File: src/design/wpm_pkg.sv
// wpm_pkg: shared types and constants of the wildcard pattern matcher
// no dependencies; used by the register file, the step logic and the top level
package wpm_pkg;

	localparam int ADDR_W     = 6;
	localparam int DATA_W     = 64;
	localparam int SLOT_CHARS = 32;
	localparam int LEN_W      = 6;

	localparam logic [7:0] WILD_ONE = 8'h3F;
	localparam logic [7:0] WILD_RUN = 8'h2A;
	localparam logic [7:0] DOT_CHAR = 8'h2E;

	typedef enum logic [2:0] {
		REG_LENGTH  = 3'd0,
		REG_BYTES_0 = 3'd1,
		REG_BYTES_1 = 3'd2,
		REG_BYTES_2 = 3'd3,
		REG_BYTES_3 = 3'd4
	} reg_idx_t;

	typedef struct packed {
		logic [LEN_W-1:0]                 length;
		logic [SLOT_CHARS-1:0][7:0]       chars;
	} pattern_cfg_t;

endpackage

File: src/design/wpm_subject_if.sv
// wpm_subject_if: input channel of the matcher, at most one subject character per item
// no dependencies
interface wpm_subject_if #(
	parameter int CHAR_BITS = 8
) ();
	logic                 valid;
	logic                 ready;
	logic [CHAR_BITS-1:0] char_code;
	logic                 has_char;
	logic                 last;

	modport source (output valid, char_code, has_char, last, input ready);
	modport sink   (input valid, char_code, has_char, last, output ready);
endinterface

File: src/design/wpm_result_if.sv
// wpm_result_if: result channel of the matcher, one item per ended string
// no dependencies
interface wpm_result_if ();
	logic valid;
	logic ready;
	logic matched;

	modport source (output valid, matched, input ready);
	modport sink   (input valid, matched, output ready);
endinterface

File: src/design/wildcard_pattern_matcher_core.sv
// wildcard_pattern_matcher_core: top level, input stage, position set and result register
// depends on wpm_pkg, wpm_subject_if, wpm_result_if, wpm_regs, wpm_step
//
//   channel   direction  payload                         handshake
//   subject   in         char_code, has_char, last       valid / ready
//   result    out        matched                         valid / ready
//   apb       in         pattern_length, pattern_bytes   psel / penable / pwrite
//
// one item per cycle unless a stalled result holds back an ending item
// the next position set is formed combinationally through the star-run closure adder
// reset clears the pattern, the position set and both valid flags
// a stalled result holds back only an item that ends a string
module wildcard_pattern_matcher_core #(
	parameter int PATTERN_MAX = 32,
	parameter int CHAR_BITS   = 8
) (
	input  logic                       clk,
	input  logic                       arst_n,
	input  logic                       psel,
	input  logic                       penable,
	input  logic                       pwrite,
	input  logic [wpm_pkg::ADDR_W-1:0] paddr,
	input  logic [wpm_pkg::DATA_W-1:0] pwdata,
	output logic [wpm_pkg::DATA_W-1:0] prdata,
	output logic                       pready,
	wpm_subject_if.sink                subject,
	wpm_result_if.source               result
);
	import wpm_pkg::*;

	pattern_cfg_t         cfg;
	logic                 valid_s1;
	logic [CHAR_BITS-1:0] char_s1;
	logic                 has_s1;
	logic                 last_s1;
	logic                 adv_s1;
	logic [PATTERN_MAX:0] state_q;
	logic                 open_q;
	logic [PATTERN_MAX:0] next_state;
	logic                 step_match;
	logic                 res_valid_q;
	logic                 matched_q;

	wpm_regs u_regs (
		.clk     (clk),
		.arst_n  (arst_n),
		.psel    (psel),
		.penable (penable),
		.pwrite  (pwrite),
		.paddr   (paddr),
		.pwdata  (pwdata),
		.prdata  (prdata),
		.pready  (pready),
		.cfg     (cfg)
	);

	wpm_step #(
		.PATTERN_MAX (PATTERN_MAX),
		.CHAR_BITS   (CHAR_BITS)
	) u_step (
		.cfg        (cfg),
		.state      (state_q),
		.open       (open_q),
		.char_code  (char_s1),
		.has_char   (has_s1),
		.next_state (next_state),
		.matched    (step_match)
	);

	assign adv_s1        = valid_s1 && !(last_s1 && res_valid_q && !result.ready);
	assign subject.ready = !valid_s1 || adv_s1;

	always_ff @(posedge clk or negedge arst_n) begin
		if (!arst_n) begin
			valid_s1 <= 1'b0;
		end else if (subject.valid && subject.ready) begin
			valid_s1 <= 1'b1;
		end else if (adv_s1) begin
			valid_s1 <= 1'b0;
		end
	end

	always_ff @(posedge clk) begin
		if (subject.valid && subject.ready) begin
			char_s1 <= subject.char_code;
			has_s1  <= subject.has_char;
			last_s1 <= subject.last;
		end
	end

	always_ff @(posedge clk or negedge arst_n) begin
		if (!arst_n) begin
			state_q <= '0;
			open_q  <= 1'b0;
		end else if (adv_s1 && last_s1) begin
			state_q <= '0;
			open_q  <= 1'b0;
		end else if (adv_s1 && has_s1) begin
			state_q <= next_state;
			open_q  <= 1'b1;
		end
	end

	always_ff @(posedge clk or negedge arst_n) begin
		if (!arst_n) begin
			res_valid_q <= 1'b0;
		end else if (adv_s1 && last_s1) begin
			res_valid_q <= 1'b1;
		end else if (result.ready) begin
			res_valid_q <= 1'b0;
		end
	end

	always_ff @(posedge clk) begin
		if (adv_s1 && last_s1) begin
			matched_q <= step_match;
		end
	end

	assign result.valid   = res_valid_q;
	assign result.matched = matched_q;

endmodule

File: src/design/wpm_regs.sv
// wpm_regs: apb register file holding the pattern length and pattern bytes
// depends on wpm_pkg
module wpm_regs (
	input  logic                      clk,
	input  logic                      arst_n,
	input  logic                      psel,
	input  logic                      penable,
	input  logic                      pwrite,
	input  logic [wpm_pkg::ADDR_W-1:0] paddr,
	input  logic [wpm_pkg::DATA_W-1:0] pwdata,
	output logic [wpm_pkg::DATA_W-1:0] prdata,
	output logic                      pready,
	output wpm_pkg::pattern_cfg_t     cfg
);
	import wpm_pkg::*;

	logic [LEN_W-1:0]      length_q;
	logic [3:0][DATA_W-1:0] words_q;
	logic                  wr_en;
	reg_idx_t              idx;

	assign pready = 1'b1;
	assign wr_en  = psel && penable && pwrite;
	assign idx    = reg_idx_t'(paddr[ADDR_W-1:3]);

	always_ff @(posedge clk or negedge arst_n) begin
		if (!arst_n) begin
			length_q <= '0;
			words_q  <= '0;
		end else if (wr_en) begin
			unique case (idx)
				REG_LENGTH:  length_q   <= pwdata[LEN_W-1:0];
				REG_BYTES_0: words_q[0] <= pwdata;
				REG_BYTES_1: words_q[1] <= pwdata;
				REG_BYTES_2: words_q[2] <= pwdata;
				REG_BYTES_3: words_q[3] <= pwdata;
				default: ;
			endcase
		end
	end

	always_comb begin
		unique case (idx)
			REG_LENGTH:  prdata = {{(DATA_W-LEN_W){1'b0}}, length_q};
			REG_BYTES_0: prdata = words_q[0];
			REG_BYTES_1: prdata = words_q[1];
			REG_BYTES_2: prdata = words_q[2];
			REG_BYTES_3: prdata = words_q[3];
			default:     prdata = '0;
		endcase
	end

	assign cfg.length = length_q;
	assign cfg.chars  = words_q;

endmodule

File: src/design/wpm_step.sv
// wpm_step: next set of reachable pattern positions for one character
// depends on wpm_pkg
module wpm_step #(
	parameter int PATTERN_MAX = 32,
	parameter int CHAR_BITS   = 8
) (
	input  wpm_pkg::pattern_cfg_t   cfg,
	input  logic [PATTERN_MAX:0]    state,
	input  logic                    open,
	input  logic [CHAR_BITS-1:0]    char_code,
	input  logic                    has_char,
	output logic [PATTERN_MAX:0]    next_state,
	output logic                    matched
);
	import wpm_pkg::*;

	localparam int N = PATTERN_MAX + 1;
	localparam logic [LEN_W-1:0] LEN_CAP = LEN_W'(PATTERN_MAX);

	logic [N-1:0][7:0] pchar;
	logic [LEN_W-1:0]  len;
	logic [N-1:0]      keep;
	logic [N-1:0]      at_len;
	logic [N-1:0]      is_star;
	logic [N-1:0]      hit;
	logic [N-1:0]      cur;
	logic [N-1:0]      moved;

	// a set bit at a star spreads to the end of its run of stars and one past it
	function automatic logic [N-1:0] close_run(input logic [N-1:0] s,
			input logic [N-1:0] star, input logic [N-1:0] msk);
		logic [N-1:0] x;
		x = s & star;
		return (s | ((x + star) ^ star)) & msk;
	endfunction

	for (genvar g = 0; g < N; g++) begin : g_pchar
		if (g < SLOT_CHARS) begin : g_stored
			assign pchar[g] = cfg.chars[g];
		end else begin : g_blank
			assign pchar[g] = 8'h00;
		end
	end

	assign len = (cfg.length > LEN_CAP) ? LEN_CAP : cfg.length;

	always_comb begin
		for (int i = 0; i < N; i++) begin
			keep[i]    = LEN_W'(i) <= len;
			at_len[i]  = LEN_W'(i) == len;
			is_star[i] = (LEN_W'(i) < len) && (pchar[i] == WILD_RUN);
			if (pchar[i] == WILD_ONE) begin
				hit[i] = char_code != CHAR_BITS'(DOT_CHAR);
			end else begin
				hit[i] = char_code == CHAR_BITS'(pchar[i]);
			end
			hit[i] = hit[i] && (LEN_W'(i) < len) && !is_star[i];
		end
		cur   = (open ? state : close_run(N'(1), is_star, keep)) & keep;
		moved = (cur & is_star) | ((cur & hit) << 1);
		next_state = has_char ? close_run(moved, is_star, keep) : cur;
		matched    = |(next_state & at_len);
	end

endmodule

File: src/flat_wrapper.sv
// flat-port wrapper written by rule: the top's interface ports become plain ports
module wildcard_pattern_matcher_core_flat import wpm_pkg::*;
#(
	parameter int PATTERN_MAX = 32,
	parameter int CHAR_BITS   = 8
)
  (clk, arst_n, psel, penable, pwrite, paddr, pwdata, prdata, pready, subject_valid, subject_char_code, subject_has_char, subject_last, subject_ready, result_valid, result_matched, result_ready);
  wpm_subject_if #(.CHAR_BITS(CHAR_BITS)) subject_i ();
  wpm_result_if result_i ();
  input  logic clk;
  input  logic arst_n;
  input  logic psel;
  input  logic penable;
  input  logic pwrite;
  input  logic [wpm_pkg::ADDR_W-1:0] paddr;
  input  logic [wpm_pkg::DATA_W-1:0] pwdata;
  output logic [wpm_pkg::DATA_W-1:0] prdata;
  output logic pready;
  input wire logic [$bits(subject_i.valid)-1:0] subject_valid;
  input wire logic [$bits(subject_i.char_code)-1:0] subject_char_code;
  input wire logic [$bits(subject_i.has_char)-1:0] subject_has_char;
  input wire logic [$bits(subject_i.last)-1:0] subject_last;
  output wire logic [$bits(subject_i.ready)-1:0] subject_ready;
  output wire logic [$bits(result_i.valid)-1:0] result_valid;
  output wire logic [$bits(result_i.matched)-1:0] result_matched;
  input wire logic [$bits(result_i.ready)-1:0] result_ready;
  assign subject_i.valid = subject_valid;
  assign subject_i.char_code = subject_char_code;
  assign subject_i.has_char = subject_has_char;
  assign subject_i.last = subject_last;
  assign subject_ready = subject_i.ready;
  assign result_valid = result_i.valid;
  assign result_matched = result_i.matched;
  assign result_i.ready = result_ready;
  wildcard_pattern_matcher_core #(.PATTERN_MAX(PATTERN_MAX), .CHAR_BITS(CHAR_BITS)) u_core (.clk(clk), .arst_n(arst_n), .psel(psel), .penable(penable), .pwrite(pwrite), .paddr(paddr), .pwdata(pwdata), .prdata(prdata), .pready(pready), .subject(subject_i), .result(result_i));
endmodule
File: config.mk
export PLATFORM = sky130hd
export DESIGN_NAME = wildcard_pattern_matcher_core_flat
export DESIGN_NICKNAME = d
export VERILOG_FILES = /design/src/design/wpm_pkg.sv /design/src/design/wpm_subject_if.sv /design/src/design/wpm_result_if.sv /design/src/design/wildcard_pattern_matcher_core.sv /design/src/design/wpm_regs.sv /design/src/design/wpm_step.sv /design/src/flat_wrapper.sv
export SDC_FILE = /design/constraint.sdc
export NUM_CORES = 1
export LEC_CHECK = 0
export BUFFER_PORTS_ARGS = -buffer_cell sky130_fd_sc_hd__buf_2
export CAP_MARGIN = 10
export CORE_UTILIZATION = 60
export CTS_CLUSTER_SIZE = 25
export DETAILED_ROUTE_END_ITERATION = 6
export PLACE_DENSITY = 0.83
export SKIP_LAST_GASP = 1
export SYNTH_ARGS = -nofsm -noshare
export SYNTH_HDL_FRONTEND = slang
export SYNTH_SLANG_ARGS = --single-unit
File: constraint.sdc
create_clock -name clk -period 13.15 [get_ports clk]
set_input_delay 1.315 -clock clk [delete_from_list [all_inputs] [get_ports clk]]
set_output_delay 1.315 -clock clk [all_outputs]
set_load 0.01 [all_outputs]
==> Word-level counts from Yosys, hierarchy flattened <==
Cells that the tools add are included.
{ "op_classes": {"n_reduce_logical": 151, "magnitude_cmp": 66, "n_addsub": 2, "mux": 44, "n_bitwise": 11, "n_eq_ne": 133} }
{ "ops": {"columns": ["op", "count"], "rows": [
  ["$eq 8x6->1 const B", 64],
  ["$pmux 64 s5", 1],
  ["$eq 8x8->1", 32],
  ["$and 33x33->33", 4],
  ["$mux 33", 4],
  ["$logic_and 1x1->1", 104],
  ["$eq 5x6->1 const A", 16],
  ["$le 5x6->1 const A", 16],
  ["$lt 5x6->1 const A", 16],
  ["$and 33x32->33", 2],
  ["$or 33x33->33", 2],
  ["$xor 33x32->33", 2],
  ["$eq 4x6->1 const A", 8],
  ["$le 4x6->1 const A", 8],
  ["$lt 4x6->1 const A", 8],
  ["$mux 1", 38],
  ["$logic_not 1->1", 35],
  ["$add 1x32->33", 1],
  ["$add 33x32->33", 1],
  ["$reduce_or 33->1", 1],
  ["$and 32x32->32", 1],
  ["$eq 3x6->1 const A", 4],
  ["$le 3x6->1 const A", 4],
  ["$lt 3x6->1 const A", 4],
  ["19 further kinds", 31]
]} }
{ "word_totals": {"input_bits": 87, "out_inout_bits": 68, "reg_bits": 309, "word_cells": 420} }

==> Logic depth before layout (Yosys ltp) <==
{ "depth": {"ltp_word": 19, "depth_mapped": 23, "depth_no_buf": 21} }

==> Cells and area by module <==
A second synthesis with hierarchy kept.
{ "unflattened": {"hier_cells": 2562, "hier_area_um2": 23872.9} }
{ "modules_own_cells": {"columns": ["mod", "seq_area_each_um2", "cells_per_inst", "area_each_um2", "n_inst"], "rows": [
  ["wpm_regs", 6556.3, 807, 11666.2, 1],
  ["wpm_step", 0.0, 1622, 10387.5, 1],
  ["wildcard_pattern_matcher_core", 1231.2, 133, 1819.2, 1]
]} }

==> Worst setup path before layout <==
OpenSTA, ideal clock, no wires.
{ "synth_timing": {"kind": "reg-to-reg", "startpoint": "register u_core.u_regs.length_q[5]", "endpoint": "register u_core.matched_q, in the netlist u_core.result.matched (data pin)", "path_stages_with_launch": 23, "period_less_slack_ps": 4927, "required_ps": 12884, "setup_slack_ps": 8223, "path_buffers": 1, "setup_ps": 266, "t_arrival_ps": 4661, "path_cell_list": "dfrtp_1 -> nor4_2 -> a211o_1 -> buf_6 -> inv_2 -> ha_1 -> nor2b_1 -> or3_1 -> and3_1 -> ha_1 -> xnor2_1 -> nand3_1 -> o211a_1 -> a2111oi_0 -> nand3_1 -> a211oi_1 -> nand4b_1 -> nor4_1 -> nand3_1 -> a311oi_1 -> nand4_1 -> and4bb_1 -> o211ai_1"} }
{ "synth_via": {"elab_chain_cells": 19, "elab_cells_between_ends": 244, "cone_classes": "add/sub (2); order compare (66); eq/ne (32); mux (3); bitwise (11); reduce/logical (130)"} }
{ "synth_lines": {"columns": ["element", "line_no", "rtl"], "rows": [
  ["start: declaration", "wpm_regs.sv:17", "logic [LEN_W-1:0] length_q;"],
  ["start signal: assignment", "wpm_regs.sv:32", "REG_LENGTH: length_q <= pwdata[LEN_W-1:0];"],
  ["$gt 6x6->1", "wpm_step.sv:45", "assign len = (cfg.length > LEN_CAP) ? LEN_CAP : cfg.length;"],
  ["$mux 6 (*)", "wpm_step.sv:45", null],
  ["$lt 1x6->1, or another cell as far along", "wpm_step.sv:51, wpm_step.sv:57", null],
  ["$logic_and 1x1->1", "wpm_step.sv:51", "is_star[i] = (LEN_W'(i) < len) && (pchar[i] == WILD_RUN);"],
  ["$add 1x32->33", "wpm_step.sv:34", "return (s | ((x + star) ^ star)) & msk;"],
  ["$xor 33x32->33", "wpm_step.sv:34", null],
  ["$and 33x33->33", "wpm_step.sv:34", null],
  ["$mux 33", "wpm_step.sv:59", "cur = (open ? state : close_run(N'(1), is_star, keep)) & keep;"],
  ["[4 not listed]", null, null],
  ["$add 33x32->33", "wpm_step.sv:34", null],
  ["$xor 33x32->33", "wpm_step.sv:34", null],
  ["$or 33x33->33", "wpm_step.sv:34", null],
  ["$and 33x33->33", "wpm_step.sv:34", null],
  ["$mux 33", "wpm_step.sv:61", "next_state = has_char ? close_run(moved, is_star, keep) : cur;"],
  ["$and 33x33->33 (*)", "wpm_step.sv:62", "matched = |(next_state & at_len);"],
  ["$reduce_or 33->1 (*)", "wpm_step.sv:62", null],
  ["via u_core.step_match", "wildcard_pattern_matcher_core.sv:40", "logic step_match;"],
  ["end signal: assignment", "wildcard_pattern_matcher_core.sv:116", "matched_q <= step_match;"],
  ["end: declaration", "wildcard_pattern_matcher_core.sv:42", "logic matched_q;"]
]} }
The timed path passes the listed nets; every way through them passes the cells marked *.
A chain may end at the register's enable or synchronous reset.

==> Final worst setup path <==
{ "layout_timing": {"startpoint": "register u_core.u_regs.length_q[2]", "endpoint": "register u_core.matched_q, in the netlist u_core.result.matched (data pin)"} }
Same word-level chain as after synthesis.

==> results.ini <==
[sta]
setup_viol=0
min_period_ps=7040
timing.final.crit_share_pct=53.5
drv_slew=0
hold_viol=0
worst_pin_slew_ps=1340
fmax_mhz=142
skew_ps=33.3
fin_tns_setup_ps=0
slew_headroom_pct=8.61
rsz0062_at_grt=false

[synth]
avgSynthCellArea_um2=9.35
synthArstFlopShare_pct=96.4
yosysTopAreaCell=dfrtp_1
yosys_most_used_dff=dfrtp_1
syn_nets=2590
ys.warnings.count=0
synth_edf_count=11
ys_top_cells_by_area=dfrtp_1 32%, mux2_2 13%, xnor2_1 5.4%
synth.distinct_cells=111
syn-cell-area_um2=23400
ys_seq_area_share_pct=33.3
synth_common_cells=298 x dfrtp_1, 267 x mux2_2, 189 x nand2_1
syn-instance-count=2501
ys_seq_elements=309
yosysMostFrequentCell=dfrtp_1
synth_top_area_share_pct=31.9

[power]
finalPower_uw=3490
p_leak_uw=0.0104
ir_worst_vdd_mv=0.164
p_per_area_nw_per_um2=135

[floorplan]
die_h_um=199
core_um2=38000
start_util_pct=61.5
io_pins=155
fp.dieArea_um2=39700
die_x_um=199
rows=71

[clock_network]
post-cts-setup-buffers=0
cts_buffer_depth=3
h-tree-depth=2
clock_latency_ps=590
cts_num_sinks=309
cts.repair.resized=0
cts-root-buf=clkbuf_16
numCtsBuffers=36
clkSlewWorstSetupHoldPaths_ps=60
cts_hold_buf=0
cts_tree=built

[global_route]
antenna_found_initial=3
grt_pass1_wl_mm=149
track_usage_pct=51.4
grtUsageMet1_pct=63.4
gr-usage-met2_pct=75.8
gr-usage-met3_pct=19.7
grt-busiest-layer=met2
grt_max_degree=89
grt-ovfl-total=0
first_global_vias=23477

[setup_path]
cp_top_family=simple AND/OR/NAND/NOR gates
cp_num_buf_inv=2
cp_slowest_cell=nor3_1
cpPeakStageDelay_ps=860
worstPathCellList=buf_4, a311oi_1, buf_4, nor4_1, nand3_1, nor4_1, nand4_1, nor3_1, nand3_1, o211a_1, nand4b_1, o211ai_1, nor4_1, nand3_1, a311oi_1, nand4_1, and4bb_1, o211ai_1
cp-start-kind=flip-flop
worst-path-stages=18
required_ps=13370
worstSetupEndpointType=flip-flop
cp_max_fo=21
arrival_ps=7260
critical_path_class=flip-flop to flip-flop
rr_worst_depth=18

[detailed_routing]
drt-initial-drc-count=3202
wl_mm=103
avgRoutedWirePerCell_um=32.8
detail-route-antenna-nets=0
via_count=24285
avgViaCountPerCell=7.76
remaining_drc_errors=0
firstDrtPassIters=6

[placement]
numPortBuffers=150
gp_congestion=1.12
hpwl_mm=72.1

[finish]
fillers=2836
area_delta_synth_final_pct=10.8
final_nets=2673
final-seq-area_um2=7790
drive_above_1_share_pct=23.4
multi_input_area_um2=14900

[status]
outcome=complete, no violations

[run]
cap_viol_max_count=0

[worst_hold_path]
hold_class=flip-flop to flip-flop
hold_depth=2

[metrics by stage]
| step | util (%) | cells | cell area (um2) | hold slack (ps) | setup WS [ps] |
|---|---|---|---|---|---|
| finish | 68.1 | 3130 | 25900 | 469 | 6110 |
| CTS | 68.1 | 3123 | 25900 | 478 | 6590 |
| global placement | 64.6 | 3057 | 24600 | 453 | 6150 |
| floorplan | - | 2501 | 23400 | 440 | 8220 |
| global route | 68.1 | 3124 | 25900 | 491 | 6020 |
| detailed placement | 64.6 | 3057 | 24600 | 463 | 6610 |
[flip-flops by register name, summed over array words and instances, names as in the netlist]
register                cells
u_core.u_regs.length_q      6
u_core.valid_s1             1
u_core.char_s1              8
u_core.state_q             33
u_core.last_s1              1
u_core.u_regs.cfg         256
u_core.has_s1               1
u_core.result.matched       1
u_core.result.valid         1
u_core.open_q               1
[worst reg2reg max path, cell delays in order, from the launching register on]
cell      delay, ps
dfrtp_1         580
buf_4           380
a311oi_1        170
buf_4           200
nor4_1          640
nand3_1         460
nor4_1          470
nand4_1         440
nor3_1          870
nand3_1         290
o211a_1         320
nand4b_1        150
o211ai_1        100
nor4_1          310
nand3_1         110
a311oi_1        440
nand4_1         220
and4bb_1        310
o211ai_1        260
[per-layer routing]
| metal | wire [um] | share of wire (%) |
|---|---|---|
| met3 | 15600 | 15 |
| met5 | 0 | 0 |
| met1 | 36400 | 35 |
| met2 | 43500 | 42 |
| met4 | 7310 | 7.1 |
[path summary, 6_finish.rpt]
path                                            from                     end  slack, ps
min in group asynchronous                     arst_n     u_core.result.valid        760
max in group asynchronous                     arst_n  u_core.u_regs.cfg[249]      10200
hold reg to reg                   u_core.state_q[29]      u_core.state_q[29]        470
setup / recovery           u_core.u_regs.length_q[2]   u_core.result.matched       6110
setup reg to reg           u_core.u_regs.length_q[2]   u_core.result.matched       6110
hold / removal                    u_core.state_q[29]      u_core.state_q[29]        470
[power breakdown]
group	internal [uW]	switching, uW	total (uW)
combinational	395	530	925
clock	673	456	1130
sequential	1120	318	1440
[layout by cell type (no fill, tap or decap), types with 23 or more instances in the layout]
cell / count
dfrtp_1: 297
mux2_2: 267
nand2_1: 189
buf_2: 149
xnor2_1: 145
nor2_1: 118
xor2_1: 112
nand3_1: 86
nor4_1: 82
nand4_1: 82
nor3_1: 76
a21oi_1: 72
a22o_1: 68
a221o_1: 59
o21ai_0: 57
buf_4: 54
clkbuf_16: 37
and2_1: 34
or3_1: 33
and3_1: 28
inv_1: 27
o211ai_1: 26
a211oi_1: 24
a31oi_1: 23
[final cells by class]
| type | count | area share [%] |
|---|---|---|
| Multi-Input combinational cell | 2005 | 57.4 |
| Tap cell | 511 | 2.47 |
| Antenna cell | 7 | 0.0676 |
| Timing Repair Buffer | 204 | 4.50 |
| Clock buffer | 54 | 4.17 |
| Sequential cell | 309 | 30.1 |
| Inverter | 28 | 0.406 |
| Clock inverter | 12 | 0.894 |
[logic make-up after synthesis]
group	synth area share [%]
DFF	33.3
AOI/OAI and AO/OA	18.5
and+or+nand+nor	22.0
buffers and inverters	3.35
xor gates and xnor gates	9.63
adders and majority gates	0.107
muxes	13.1
other	0.0160
No activity file was read; power rests on OpenSTA's default activity.
